$ cat src/design/md5sh_pkg.sv
// Shared types, constants and round tables of the byte-serial MD5 hasher.
// Used by md5sh_round and md5_stream_hasher_core; depends on nothing.
`default_nettype none

package md5sh_pkg;

  localparam int unsigned WordW   = 32;
  localparam int unsigned BlkWords = 16;
  localparam int unsigned BlkAddrW = $clog2(BlkWords);
  localparam int unsigned CountW  = 64;
  localparam int unsigned PosW    = 6;

  localparam logic [WordW-1:0] ChainInit0 = 32'h6745_2301;
  localparam logic [WordW-1:0] ChainInit1 = 32'hefcd_ab89;
  localparam logic [WordW-1:0] ChainInit2 = 32'h98ba_dcfe;
  localparam logic [WordW-1:0] ChainInit3 = 32'h1032_5476;

  localparam logic [7:0] PadByte = 8'h80;

  // Working variables of the compression.
  typedef struct packed {
    logic [WordW-1:0] a;
    logic [WordW-1:0] b;
    logic [WordW-1:0] c;
    logic [WordW-1:0] d;
  } abcd_t;

  function automatic logic [WordW-1:0] round_k(input logic [5:0] i);
    logic [WordW-1:0] k;
    case (i)
      6'd0:  k = 32'hd76aa478; 6'd1:  k = 32'he8c7b756;
      6'd2:  k = 32'h242070db; 6'd3:  k = 32'hc1bdceee;
      6'd4:  k = 32'hf57c0faf; 6'd5:  k = 32'h4787c62a;
      6'd6:  k = 32'ha8304613; 6'd7:  k = 32'hfd469501;
      6'd8:  k = 32'h698098d8; 6'd9:  k = 32'h8b44f7af;
      6'd10: k = 32'hffff5bb1; 6'd11: k = 32'h895cd7be;
      6'd12: k = 32'h6b901122; 6'd13: k = 32'hfd987193;
      6'd14: k = 32'ha679438e; 6'd15: k = 32'h49b40821;
      6'd16: k = 32'hf61e2562; 6'd17: k = 32'hc040b340;
      6'd18: k = 32'h265e5a51; 6'd19: k = 32'he9b6c7aa;
      6'd20: k = 32'hd62f105d; 6'd21: k = 32'h02441453;
      6'd22: k = 32'hd8a1e681; 6'd23: k = 32'he7d3fbc8;
      6'd24: k = 32'h21e1cde6; 6'd25: k = 32'hc33707d6;
      6'd26: k = 32'hf4d50d87; 6'd27: k = 32'h455a14ed;
      6'd28: k = 32'ha9e3e905; 6'd29: k = 32'hfcefa3f8;
      6'd30: k = 32'h676f02d9; 6'd31: k = 32'h8d2a4c8a;
      6'd32: k = 32'hfffa3942; 6'd33: k = 32'h8771f681;
      6'd34: k = 32'h6d9d6122; 6'd35: k = 32'hfde5380c;
      6'd36: k = 32'ha4beea44; 6'd37: k = 32'h4bdecfa9;
      6'd38: k = 32'hf6bb4b60; 6'd39: k = 32'hbebfbc70;
      6'd40: k = 32'h289b7ec6; 6'd41: k = 32'heaa127fa;
      6'd42: k = 32'hd4ef3085; 6'd43: k = 32'h04881d05;
      6'd44: k = 32'hd9d4d039; 6'd45: k = 32'he6db99e5;
      6'd46: k = 32'h1fa27cf8; 6'd47: k = 32'hc4ac5665;
      6'd48: k = 32'hf4292244; 6'd49: k = 32'h432aff97;
      6'd50: k = 32'hab9423a7; 6'd51: k = 32'hfc93a039;
      6'd52: k = 32'h655b59c3; 6'd53: k = 32'h8f0ccc92;
      6'd54: k = 32'hffeff47d; 6'd55: k = 32'h85845dd1;
      6'd56: k = 32'h6fa87e4f; 6'd57: k = 32'hfe2ce6e0;
      6'd58: k = 32'ha3014314; 6'd59: k = 32'h4e0811a1;
      6'd60: k = 32'hf7537e82; 6'd61: k = 32'hbd3af235;
      6'd62: k = 32'h2ad7d2bb; default: k = 32'heb86d391;
    endcase
    return k;
  endfunction

  function automatic logic [4:0] rot_amt(input logic [5:0] i);
    logic [4:0] s;
    case ({i[5:4], i[1:0]})
      4'd0:  s = 5'd7;  4'd1:  s = 5'd12; 4'd2:  s = 5'd17; 4'd3:  s = 5'd22;
      4'd4:  s = 5'd5;  4'd5:  s = 5'd9;  4'd6:  s = 5'd14; 4'd7:  s = 5'd20;
      4'd8:  s = 5'd4;  4'd9:  s = 5'd11; 4'd10: s = 5'd16; 4'd11: s = 5'd23;
      4'd12: s = 5'd6;  4'd13: s = 5'd10; 4'd14: s = 5'd15; default: s = 5'd21;
    endcase
    return s;
  endfunction

  // Message word used by round i; all arithmetic is modulo 16.
  function automatic logic [BlkAddrW-1:0] msg_index(input logic [5:0] i);
    logic [3:0] lo;
    logic [3:0] m;
    lo = i[3:0];
    case (i[5:4])
      2'd0:    m = lo;
      2'd1:    m = 4'((lo << 2) + lo + 4'd1);
      2'd2:    m = 4'((lo << 1) + lo + 4'd5);
      default: m = 4'((lo << 3) - lo);
    endcase
    return m;
  endfunction

  function automatic logic [WordW-1:0] swap32(input logic [WordW-1:0] x);
    return {x[7:0], x[15:8], x[23:16], x[31:24]};
  endfunction

endpackage

`default_nettype wire

$ cat src/design/md5_stream_hasher_core.sv
// Byte-serial MD5 hasher: top level with control, chaining words and block RAM.
// Depends on md5sh_pkg, md5sh_ram and md5sh_round.
// Absorb bytes are accepted only while idle; the 64th byte of a block starts the compression
// (64 rounds at one per cycle behind the registered RAM read, then the chain update).
// A finalize item runs the padding block, and a second block when the length spills over,
// before the four digest words leave, one per cycle as the sink takes them.
// Synchronous active-low reset loads the initial chain values and clears count and
// position; the block RAM is not cleared. These are restored after the fourth digest word.
`default_nettype none

module md5_stream_hasher_core (
  input  wire logic        clk,
  input  wire logic        rst_n,
  input  wire logic        in_tvalid,
  output logic             in_tready,
  input  wire logic [7:0]  in_tdata,   // [7:0] data_byte
  input  wire logic [0:0]  in_tuser,   // [0] func
  output logic             out_tvalid,
  input  wire logic        out_tready,
  output logic [39:0]      out_tdata,  // [31:0] digest_word, [33:32] word_index
  output logic             out_tlast   // last_word
);

  localparam int unsigned WordW = md5sh_pkg::WordW;
  localparam int unsigned AddrW = md5sh_pkg::BlkAddrW;

  typedef enum logic [3:0] {
    ST_IDLE = 4'b0001,
    ST_COMP = 4'b0010,
    ST_FOLD = 4'b0100,
    ST_EMIT = 4'b1000
  } state_t;

  typedef enum logic [2:0] {
    SRC_RAM,
    SRC_PAD,
    SRC_ZERO,
    SRC_LEN_LO,
    SRC_LEN_HI
  } src_t;

  state_t                        state_r;
  logic [WordW-1:0]              chain_r [4];
  logic [md5sh_pkg::CountW-1:0]  count_r;
  logic [md5sh_pkg::PosW-1:0]    pos_r;
  logic [WordW-1:0]              acc_r;
  logic [WordW-1:0]              pad_r;
  logic [AddrW-1:0]              fw_r;
  logic                          fin_r;
  logic                          second_r;
  logic                          blk2_r;
  logic [6:0]                    cnt_r;
  logic [5:0]                    ridx_r;
  src_t                          src_r;
  md5sh_pkg::abcd_t              work_r;
  logic [1:0]                    emit_idx_r;

  logic                          in_acc;
  logic                          out_acc;
  logic [1:0]                    lane;
  logic [WordW-1:0]              byte_word;
  logic [WordW-1:0]              pad_word;
  logic                          ram_we;
  logic [AddrW-1:0]              rd_addr;
  logic [WordW-1:0]              ram_rdata;
  src_t                          src_sel;
  logic [WordW-1:0]              msg_word;
  md5sh_pkg::abcd_t              round_nxt;

  assign in_tready  = (state_r == ST_IDLE);
  assign in_acc     = in_tvalid && in_tready;
  assign out_tvalid = (state_r == ST_EMIT);
  assign out_acc    = out_tvalid && out_tready;
  assign out_tlast  = (emit_idx_r == 2'd3);
  assign out_tdata  = {6'd0, emit_idx_r, md5sh_pkg::swap32(chain_r[emit_idx_r])};

  assign lane = pos_r[1:0];

  // Merge the incoming byte into the word being assembled, and build the
  // padded word: earlier bytes kept, the pad marker, then zeros.
  always_comb begin
    byte_word = acc_r;
    byte_word[{lane, 3'b000} +: 8] = in_tdata;
    for (int k = 0; k < 4; k++) begin
      if (2'(k) < lane) begin
        pad_word[8*k +: 8] = acc_r[8*k +: 8];
      end else if (2'(k) == lane) begin
        pad_word[8*k +: 8] = md5sh_pkg::PadByte;
      end else begin
        pad_word[8*k +: 8] = 8'h00;
      end
    end
  end

  assign ram_we  = in_acc && !in_tuser[0] && (lane == 2'd3);
  assign rd_addr = md5sh_pkg::msg_index(cnt_r[5:0]);

  md5sh_ram #(
    .WIDTH (WordW),
    .DEPTH (md5sh_pkg::BlkWords)
  ) u_blk_ram (
    .clk   (clk),
    .we    (ram_we),
    .waddr (pos_r[5:2]),
    .wdata (byte_word),
    .raddr (rd_addr),
    .rdata (ram_rdata)
  );

  // Words past the message come from padding logic rather than the RAM.
  always_comb begin
    if (blk2_r) begin
      if (rd_addr == AddrW'(14)) begin
        src_sel = SRC_LEN_LO;
      end else if (rd_addr == AddrW'(15)) begin
        src_sel = SRC_LEN_HI;
      end else begin
        src_sel = SRC_ZERO;
      end
    end else if (!fin_r || rd_addr < fw_r) begin
      src_sel = SRC_RAM;
    end else if (rd_addr == fw_r) begin
      src_sel = SRC_PAD;
    end else if (!second_r && rd_addr == AddrW'(14)) begin
      src_sel = SRC_LEN_LO;
    end else if (!second_r && rd_addr == AddrW'(15)) begin
      src_sel = SRC_LEN_HI;
    end else begin
      src_sel = SRC_ZERO;
    end
  end

  always_comb begin
    case (src_r)
      SRC_RAM:    msg_word = ram_rdata;
      SRC_PAD:    msg_word = pad_r;
      SRC_LEN_LO: msg_word = count_r[WordW-1:0];
      SRC_LEN_HI: msg_word = count_r[2*WordW-1:WordW];
      default:    msg_word = '0;
    endcase
  end

  md5sh_round u_round (
    .cur      (work_r),
    .msg_word (msg_word),
    .idx      (ridx_r),
    .nxt      (round_nxt)
  );

  // Datapath registers without reset.
  always_ff @(posedge clk) begin
    if (in_acc) begin
      acc_r  <= byte_word;
      pad_r  <= pad_word;
      fw_r   <= pos_r[5:2];
    end
    ridx_r <= cnt_r[5:0];
    src_r  <= src_sel;
    if (state_r == ST_COMP) begin
      if (cnt_r == 7'd0) begin
        work_r <= '{a: chain_r[0], b: chain_r[1], c: chain_r[2], d: chain_r[3]};
      end else begin
        work_r <= round_nxt;
      end
    end
  end

  always_ff @(posedge clk) begin
    if (!rst_n) begin
      state_r    <= ST_IDLE;
      chain_r[0] <= md5sh_pkg::ChainInit0;
      chain_r[1] <= md5sh_pkg::ChainInit1;
      chain_r[2] <= md5sh_pkg::ChainInit2;
      chain_r[3] <= md5sh_pkg::ChainInit3;
      count_r    <= '0;
      pos_r      <= '0;
      fin_r      <= 1'b0;
      second_r   <= 1'b0;
      blk2_r     <= 1'b0;
      cnt_r      <= '0;
      emit_idx_r <= '0;
    end else begin
      unique case (state_r)
        ST_IDLE: begin
          if (in_acc) begin
            cnt_r  <= '0;
            blk2_r <= 1'b0;
            if (in_tuser[0]) begin
              fin_r    <= 1'b1;
              second_r <= (pos_r[5:3] == 3'd7);
              state_r  <= ST_COMP;
            end else begin
              fin_r   <= 1'b0;
              count_r <= count_r + md5sh_pkg::CountW'(8);
              pos_r   <= pos_r + 1'b1;
              if (pos_r == '1) begin
                state_r <= ST_COMP;
              end
            end
          end
        end
        ST_COMP: begin
          cnt_r <= cnt_r + 1'b1;
          if (cnt_r == 7'd64) begin
            state_r <= ST_FOLD;
          end
        end
        ST_FOLD: begin
          chain_r[0] <= chain_r[0] + work_r.a;
          chain_r[1] <= chain_r[1] + work_r.b;
          chain_r[2] <= chain_r[2] + work_r.c;
          chain_r[3] <= chain_r[3] + work_r.d;
          cnt_r      <= '0;
          if (fin_r && second_r && !blk2_r) begin
            blk2_r  <= 1'b1;
            state_r <= ST_COMP;
          end else if (fin_r) begin
            emit_idx_r <= '0;
            state_r    <= ST_EMIT;
          end else begin
            state_r <= ST_IDLE;
          end
        end
        ST_EMIT: begin
          if (out_acc) begin
            emit_idx_r <= emit_idx_r + 1'b1;
            if (emit_idx_r == 2'd3) begin
              chain_r[0] <= md5sh_pkg::ChainInit0;
              chain_r[1] <= md5sh_pkg::ChainInit1;
              chain_r[2] <= md5sh_pkg::ChainInit2;
              chain_r[3] <= md5sh_pkg::ChainInit3;
              count_r    <= '0;
              pos_r      <= '0;
              fin_r      <= 1'b0;
              second_r   <= 1'b0;
              blk2_r     <= 1'b0;
              state_r    <= ST_IDLE;
            end
          end
        end
        default: begin
          state_r <= ST_IDLE;
        end
      endcase
    end
  end

endmodule

`default_nettype wire

$ cat src/design/md5sh_ram.sv
// Generic single-write, single-read RAM with a registered read port.
// Holds the message block of the MD5 hasher; no dependencies.
`default_nettype none

module md5sh_ram #(
  parameter int unsigned WIDTH = 32,
  parameter int unsigned DEPTH = 16
) (
  input  wire logic                     clk,
  input  wire logic                     we,
  input  wire logic [$clog2(DEPTH)-1:0] waddr,
  input  wire logic [WIDTH-1:0]         wdata,
  input  wire logic [$clog2(DEPTH)-1:0] raddr,
  output logic      [WIDTH-1:0]         rdata
);

  logic [WIDTH-1:0] mem [DEPTH];

  always_ff @(posedge clk) begin
    if (we) begin
      mem[waddr] <= wdata;
    end
    rdata <= mem[raddr];
  end

endmodule

`default_nettype wire

$ cat src/design/md5sh_round.sv
// One MD5 round step: boolean function, additions and rotation.
// Depends on md5sh_pkg for the round constant and rotation tables.
`default_nettype none

module md5sh_round (
  input  wire md5sh_pkg::abcd_t           cur,
  input  wire logic [md5sh_pkg::WordW-1:0] msg_word,
  input  wire logic [5:0]                  idx,
  output md5sh_pkg::abcd_t                 nxt
);

  logic [md5sh_pkg::WordW-1:0]   f;
  logic [md5sh_pkg::WordW-1:0]   sum;
  logic [2*md5sh_pkg::WordW-1:0] dbl;
  logic [md5sh_pkg::WordW-1:0]   rot;

  always_comb begin
    case (idx[5:4])
      2'd0:    f = cur.d ^ (cur.b & (cur.c ^ cur.d));
      2'd1:    f = cur.c ^ (cur.d & (cur.b ^ cur.c));
      2'd2:    f = cur.b ^ cur.c ^ cur.d;
      default: f = cur.c ^ (cur.b | ~cur.d);
    endcase
    sum = cur.a + f + md5sh_pkg::round_k(idx) + msg_word;
    // Rotate left by shifting a doubled copy and keeping the upper half.
    dbl = {sum, sum} << md5sh_pkg::rot_amt(idx);
    rot = dbl[2*md5sh_pkg::WordW-1 -: md5sh_pkg::WordW];
    nxt.a = cur.d;
    nxt.b = cur.b + rot;
    nxt.c = cur.b;
    nxt.d = cur.c;
  end

endmodule

`default_nettype wire
$ cat config.mk
export PLATFORM = sky130hd
export DESIGN_NAME = md5_stream_hasher_core
export DESIGN_NICKNAME = d
export VERILOG_FILES = /design/src/design/md5sh_pkg.sv /design/src/design/md5_stream_hasher_core.sv /design/src/design/md5sh_ram.sv /design/src/design/md5sh_round.sv
export SDC_FILE = /design/constraint.sdc
export NUM_CORES = 2
export LEC_CHECK = 0
export BUFFER_PORTS_ARGS = -buffer_cell sky130_fd_sc_hd__buf_2
export CAP_MARGIN = 10
export CORE_MARGIN = 2
export CORE_UTILIZATION = 51
export CTS_CLUSTER_DIAMETER = 30
export DETAILED_ROUTE_END_ITERATION = 12
export PLACE_DENSITY_LB_ADDON = 0.3
export REMOVE_ABC_BUFFERS = 1
export SYNTH_ARGS = -nofsm -noshare
export SYNTH_HDL_FRONTEND = slang
export SYNTH_SLANG_ARGS = --single-unit
$ cat constraint.sdc
create_clock -name clk -period 8.34 [get_ports clk]
set_input_delay 2.085 -clock clk [delete_from_list [all_inputs] [get_ports clk]]
set_output_delay 2.085 -clock clk [all_outputs]
set_load 0.05 [all_outputs]
# After elaboration in Yosys (flattened, before gate mapping)
# Memory sizes are Yosys's and may differ from the RTL's. A register that Yosys moved wholly into a read port is not among the register bits.
# Index checks and enable logic that the tools add are counted.
# word_totals
out_inout_bits,43
rom_bits,2128
ram_bits,640
latchBits,0
n_memories,4
elab_cells,203
ff_bits,291
in_bits,13
# classes
multipliers,0
reduce_logical,29
div,0
order_cmp,5
n_addsub,18
eq_ne,32
bitwise,18
shift,3
n_mux,77
# mem_list
memory,words,word_bits,rd,rd_ports_with_merged_regs,wr,line,text
(name not given),64,32,1,1,0,md5sh_pkg.sv:30,case (i)
u_blk_ram.mem,16,32,1,1,1,md5sh_ram.sv:17,logic [WIDTH-1:0] mem [DEPTH];
chain_r,4,32,5,1,4,md5_stream_hasher_core.sv:43,logic [WordW-1:0] chain_r [4];
(name not given),16,5,1,1,0,md5sh_pkg.sv:69,"case ({i[5:4], i[1:0]})"
# ops
cell,count
adder 32 bit,8
two-way mux 32 bit,8
two-way mux 64 bit,4
XOR 32 bit,6
two-way mux 128 bit,1
case mux 32 bit (4 select lines),1
case mux 64 bit (2 select lines),1
case mux 32 bit (3 select lines),1
"adder 64 x 4 -> 64 bit, second input constant",1
AND 32 bit,2
two-way mux 8 bit,8
<< shifter 64 x 5 -> 64 bit,1
bitwise mux 32 bit,1
two-way mux 4 bit,8
NOT 32 bit,1
OR 32 bit,1
"variable shift 8 x 7 -> 32 bit, first input constant",1
variable part select 8 x 7 -> 32 bit,1
two-way mux 6 bit,4
two-way mux 3 bit,7
case mux 7 bit (3 select lines),1
AND reduction 5 bit,4
two-way mux 1 bit,19
case mux 4 bit (4 select lines),1
other kinds (46),91

# Logic depth before layout (Yosys ltp)
# logic_depth
depth_word,10
ltp_mapped,38
mapped_depth_nobuf,36

# Hierarchy
# Synthesis repeated with hierarchy kept, for this count alone.
# hier_totals
hier_cells,5169
hier_area_um2,57082.2
# by_module_without_submodules
mod,cells_each,instances,area_per_inst_um2,seq_area_each_um2
md5_stream_hasher_core,2409,1,24323.3,10760.3
md5sh_ram,838,1,19835.3,16015.4
md5sh_round,1922,1,12923.6,0.0

# Worst setup path after synthesis
# OpenSTA, ideal clock, no wires.
# synth_path
path_kind,reg2reg
startpoint,register src_r[0]
endpoint,"register work_r[94] in the netlist's numbering, data pin"
period_less_slack_ns,8.090
required_time_ns,8.080
n_path_buf,5
t_arrival_ns,7.831
setup_ns,0.260
path_slack_ns,0.250
stages_incl_launch_ff,37
path_cell_list,dfxtp_1 -> buf_2 -> nor2_1 -> and2_1 -> clkbuf_1 -> buf_1 -> a221oi_1 -> fa_1 -> inv_1 -> fa_1 -> ha_1 -> buf_2 -> o21ai_1 -> a21oi_1 -> nand2b_1 -> o21a_1 -> o31a_1 -> buf_6 -> o311a_1 -> mux4_2 -> mux2_2 -> nor2_1 -> o31ai_1 -> ha_1 -> fa_1 -> a21o_1 -> a21oi_1 -> nand2b_1 -> a211o_1 -> a21oi_1 -> a211o_1 -> a21o_1 -> o221ai_1 -> o2111ai_1 -> a21oi_1 -> xnor2_1 -> mux2_2
# synth_between
elab_chain_len,6
elab_cells_between_ends,9
cone_classes,add/sub (2); eq/ne (3); shift (1); mux (2); reduce/logical (1)
# synth_lines
element,line,text
start: declaration,md5_stream_hasher_core.sv:54,src_t src_r;
start signal: assignment,md5_stream_hasher_core.sv:158,src_r <= src_sel;
"equality test 3 bit, or another cell as far along",md5_stream_hasher_core.sv:134,case (src_r)
case mux 32 bit (4 select lines) (*),md5_stream_hasher_core.sv:134,
adder 32 bit (*),md5sh_round.sv:24,sum = cur.a + f + md5sh_pkg::round_k(idx) + msg_word;
<< shifter 64 x 5 -> 64 bit (*),md5sh_round.sv:26,"dbl = {sum, sum} << md5sh_pkg::rot_amt(idx);"
adder 32 bit (*),md5sh_round.sv:29,nxt.b = cur.b + rot;
two-way mux 128 bit (*),md5_stream_hasher_core.sv:160,if (cnt_r == 7'd0) begin
end signal: assignment,md5_stream_hasher_core.sv:161,"work_r <= '{a: chain_r[0], b: chain_r[1], c: chain_r[2], d: chain_r[3]};"
end signal: assignment,md5_stream_hasher_core.sv:163,work_r <= round_nxt;
end: declaration,md5_stream_hasher_core.sv:55,md5sh_pkg::abcd_t work_r;
# Every way passes the cells marked *; elsewhere a longest branch is shown, timed or not.
# A chain may end at the register's enable or synchronous reset.

# Worst setup path after layout
# layout_path
startpoint,register src_r[1]
endpoint,"register work_r[94] in the netlist's numbering, data pin"
# The elaborated chain is that of the path after synthesis.

==> reports/results.tsv <==
metric	value	unit
die_h	335	µm
dp_hpwl	114000	µm
grt_first_pass_wirelength	260000	µm
rows	121	
post_synth_top_flop	edfxtp_1	
worst_ep_arrival_time	8590	ps
rsz0062_at_grt	true	
floorplan.die_area	0.112	mm²
antenna_found_initial	4	
bufs_on_longest_clock_path	3	
cp_data_required_time	8850	ps
seq_area_frac_synth	49.0	%
cts_root_buf	clkbuf_16	
net-switching-power	4.90	mW
num-nets-final	5677	
via_count	43400	
groute.usage.overall	30.6	%
drt_drc	0	
power.sequential.fraction	32.6	%
maxSlewHeadroom	21.7	%
syn_inst	5190	
finalCriticalPeriod	8080	ps
power_share_of_the_clock_group	47.7	%
die_w	335	µm
cts.sinks	988	
combinationalPowerShare	19.7	%
synth_edf_count	765	
io_buffer_count	49	
setup_slack	262	ps
drt_iter0_markers	4486	
drv_cap	0	
floorplan.initialDensity	51.4	%
post_dp_cell_area	0.0586	mm²
critPathSlowestCell	fa_1	
grt_overflow	0	
r2r_setup_slack	260	ps
post_synth_num_cell_types	95	
dp_worst_setup_slack	-174	ps
power.density_cell_area	256	mW/mm²
max-vdd-ir-drop	0.255	mV
fin_area	0.0660	mm²
number_of_routed_nets_with_antenna_violations	0	
delay_contributed_by_the_slowest_stage_of_the_critical_path	490	ps
outcome	finished, final reports clean	
critical_path_class	reg2reg	
ys_seq_elements	988	
cts_tree	done	
tightest_slew	1180	ps
slew_violations	0	
worst_hold_path.num_cells	2	
gp_routability_congestion	0.987	
timing.hold.worst_endpoint	u_blk_ram.rdata[18]$_DFF_P_	
start_kind	flip-flop	
finalCritPeriodShare	96.9	%
first_pass_iters	10	
timing.fmax	124	MHz
drt-total-wl	173000	µm
area_growth_syn_to_layout	18.0	%
avg_wl_per_cell	24.8	µm
total_of_endpoints_with_negative_setup_slack_in_the_final_report	0	
mappedNetlistArea	0.0559	mm²
clock-skew-final	78.8	ps
setup.worst_path.end_class	flip-flop	
hold_path_class	reg2reg	
worst_r2r_endpoint	work_r[94]$_DFFE_PP_	
hold_viol_final	0	
path_max_fanout	11	
numCtsBuffers	198	
nFillCells	8462	
yosysWarningCount	0	
io-pin-count	56	
worstRegToRegCells	34	
postSynthAreaPerCell	10.8	µm²
ctsHtreeMaxLevel	4	
grt_start_max_net_pins	135	
leakagePower	24.9	nW
p_int	12.0	mW
async_flop_share	0	%
post_route_cells_drive_above_1_share	17.1	%
startpoint_of_the_most_critical_hold_path	u_blk_ram.mem[14][18]$_DFFE_PP_	
detail_route.vias_per_cell	6.23	
clock_latency	830	ps
grt_pass1_vias	42700	
core-area	0.109	mm²
critical_path.reg2reg.startpoint	src_r[1]$_DFF_P_	
worst_setup_hold_path_clk_slew	50	ps
power.share.switching	29.0	%
-- worst max-delay path: cells and delay by family, from the launching register on --
kind / cells / cell delay [ps]
buffers and inverters: 4 / 560
AO/OA/AOI/OAI: 16 / 3040
adder cells (fa/ha/maj): 5 / 1960
multiplexers: 3 / 1060
flip-flops: 1 / 340
XOR/XNOR: 1 / 90
AND/OR/NAND/NOR: 5 / 690
-- area by class of cell --
cell class | instances | area [µm²] | area share [%]
sequential | 988 | 27500 | 41.6
timing repair buffer | 242 | 1830 | 2.77
antenna | 1 | 2.50 | 0.00379
tap | 1414 | 1770 | 2.68
inverter | 243 | 922 | 1.40
multi-input combinational | 3697 | 27100 | 41.0
clock inverter | 140 | 1680 | 2.54
clock buffer | 238 | 5260 | 7.97
-- repair_timing --
action | 4_1_cts | 5_1_grt
setup endpoints to repair | 3 | 14
resized for setup | 9 | 68
pin swaps | 0 | 11
buffers inserted | 0 | 14
hold buffers | 0 | 0
-- cells by family after synthesis --
logic type	synth area share, %
simple gates	12.3
compound gates	15.0
flops	49.0
buf+inv	3.50
fa+ha+maj	7.49
mux	8.71
xor+xnor	3.90
other cells	0.00670
-- flip-flops by register name (all words and copies together) (netlist names), named ones only --
name	count
u_blk_ram.mem	512
chain_r	128
work_r	128
count_r	61
acc_r	32
u_blk_ram.rdata	32
pad_r	25
cnt_r	7
pos_r	6
fw_r	4
state_r	4
src_r	3
emit_idx_r	2
ridx_r	2
blk2_r	1
fin_r	1
second_r	1
-- metrics by stage --
stage	std cells	hold slack, ps	setup TNS (ps)	utilization [%]	power, mW
2_1_floorplan	4928	435	-227360	-	7.76
5_1_grt	6963	486	-115	60.6	17.5
6_report	6963	465	0	60.6	16.9
3_5_place_dp	6569	454	-226	53.8	8.70
4_1_cts	6947	469	0	60.2	16.7
3_3_place_gp	6568	440	0	53.8	8.66
-- Yosys cell counts, types with 83 or more instances --
master / n / area share [%]
ha_1: 226 / 5.1
clkbuf_1: 202 / 1.4
o21ai_0: 363 / 3.2
mux4_2: 156 / 6.3
edfxtp_1: 765 / 41
inv_1: 237 / 1.6
dfxtp_1: 223 / 8.0
a21oi_1: 315 / 2.8
xor2_1: 109 / 1.7
nand3_1: 105 / 0.94
nand2_1: 712 / 4.8
nor2_1: 374 / 2.5
a21o_1: 84 / 1.1
mux2i_1: 83 / 1.5
xnor2_1: 140 / 2.2
-- layer usage --
metal	global-route usage [%]	share of wire, %	vias up
met3	5.03	7.0	432
met5	0	0.017	-
met4	15.0	4.9	4
met1	38.8	40	21400
li1	-	-	19600
met2	50.8	48	1886
-- placed cells by master (no fill, tap or decap), types with 108 or more instances in the layout --
cell type  instances
xor2_1           108
o21ai_0          355
nor2_1           360
a21oi_1          307
ha_1             220
buf_4            180
mux4_2           156
inv_1            231
edfxtp_1         765
xnor2_1          136
clkbuf_16        202
nand2_1          710
dfxtp_1          213
-- power by group through the flow --
stage / logic [mW] / clock network, mW / registers, mW
2_1_floorplan: 2.16 / 0 / 5.59
3_3_place_gp: 3.06 / 0 / 5.60
3_5_place_dp: 3.10 / 0 / 5.60
4_1_cts: 3.13 / 8.11 / 5.51
5_1_grt: 3.62 / 8.35 / 5.51
6_report: 3.32 / 8.04 / 5.51
-- worst max-delay path by stage --
| stage | cells after the start | to | start |
|---|---|---|---|
| floorplan | 9 | u_blk_ram.rdata[0]$_DFF_P_ | cnt_r[0]$_SDFFE_PN0P_ |
| global placement | 33 | work_r[94]$_DFFE_PP_ | src_r[1]$_DFF_P_ |
| detailed placement | 33 | work_r[94]$_DFFE_PP_ | src_r[1]$_DFF_P_ |
| finish | 34 | work_r[94]$_DFFE_PP_ | src_r[1]$_DFF_P_ |
| CTS | 33 | work_r[94]$_DFFE_PP_ | src_r[1]$_DFF_P_ |
| global route | 34 | work_r[94]$_DFFE_PP_ | src_r[2]$_DFF_P_ |
No activity file was read; power rests on OpenSTA's default activity.
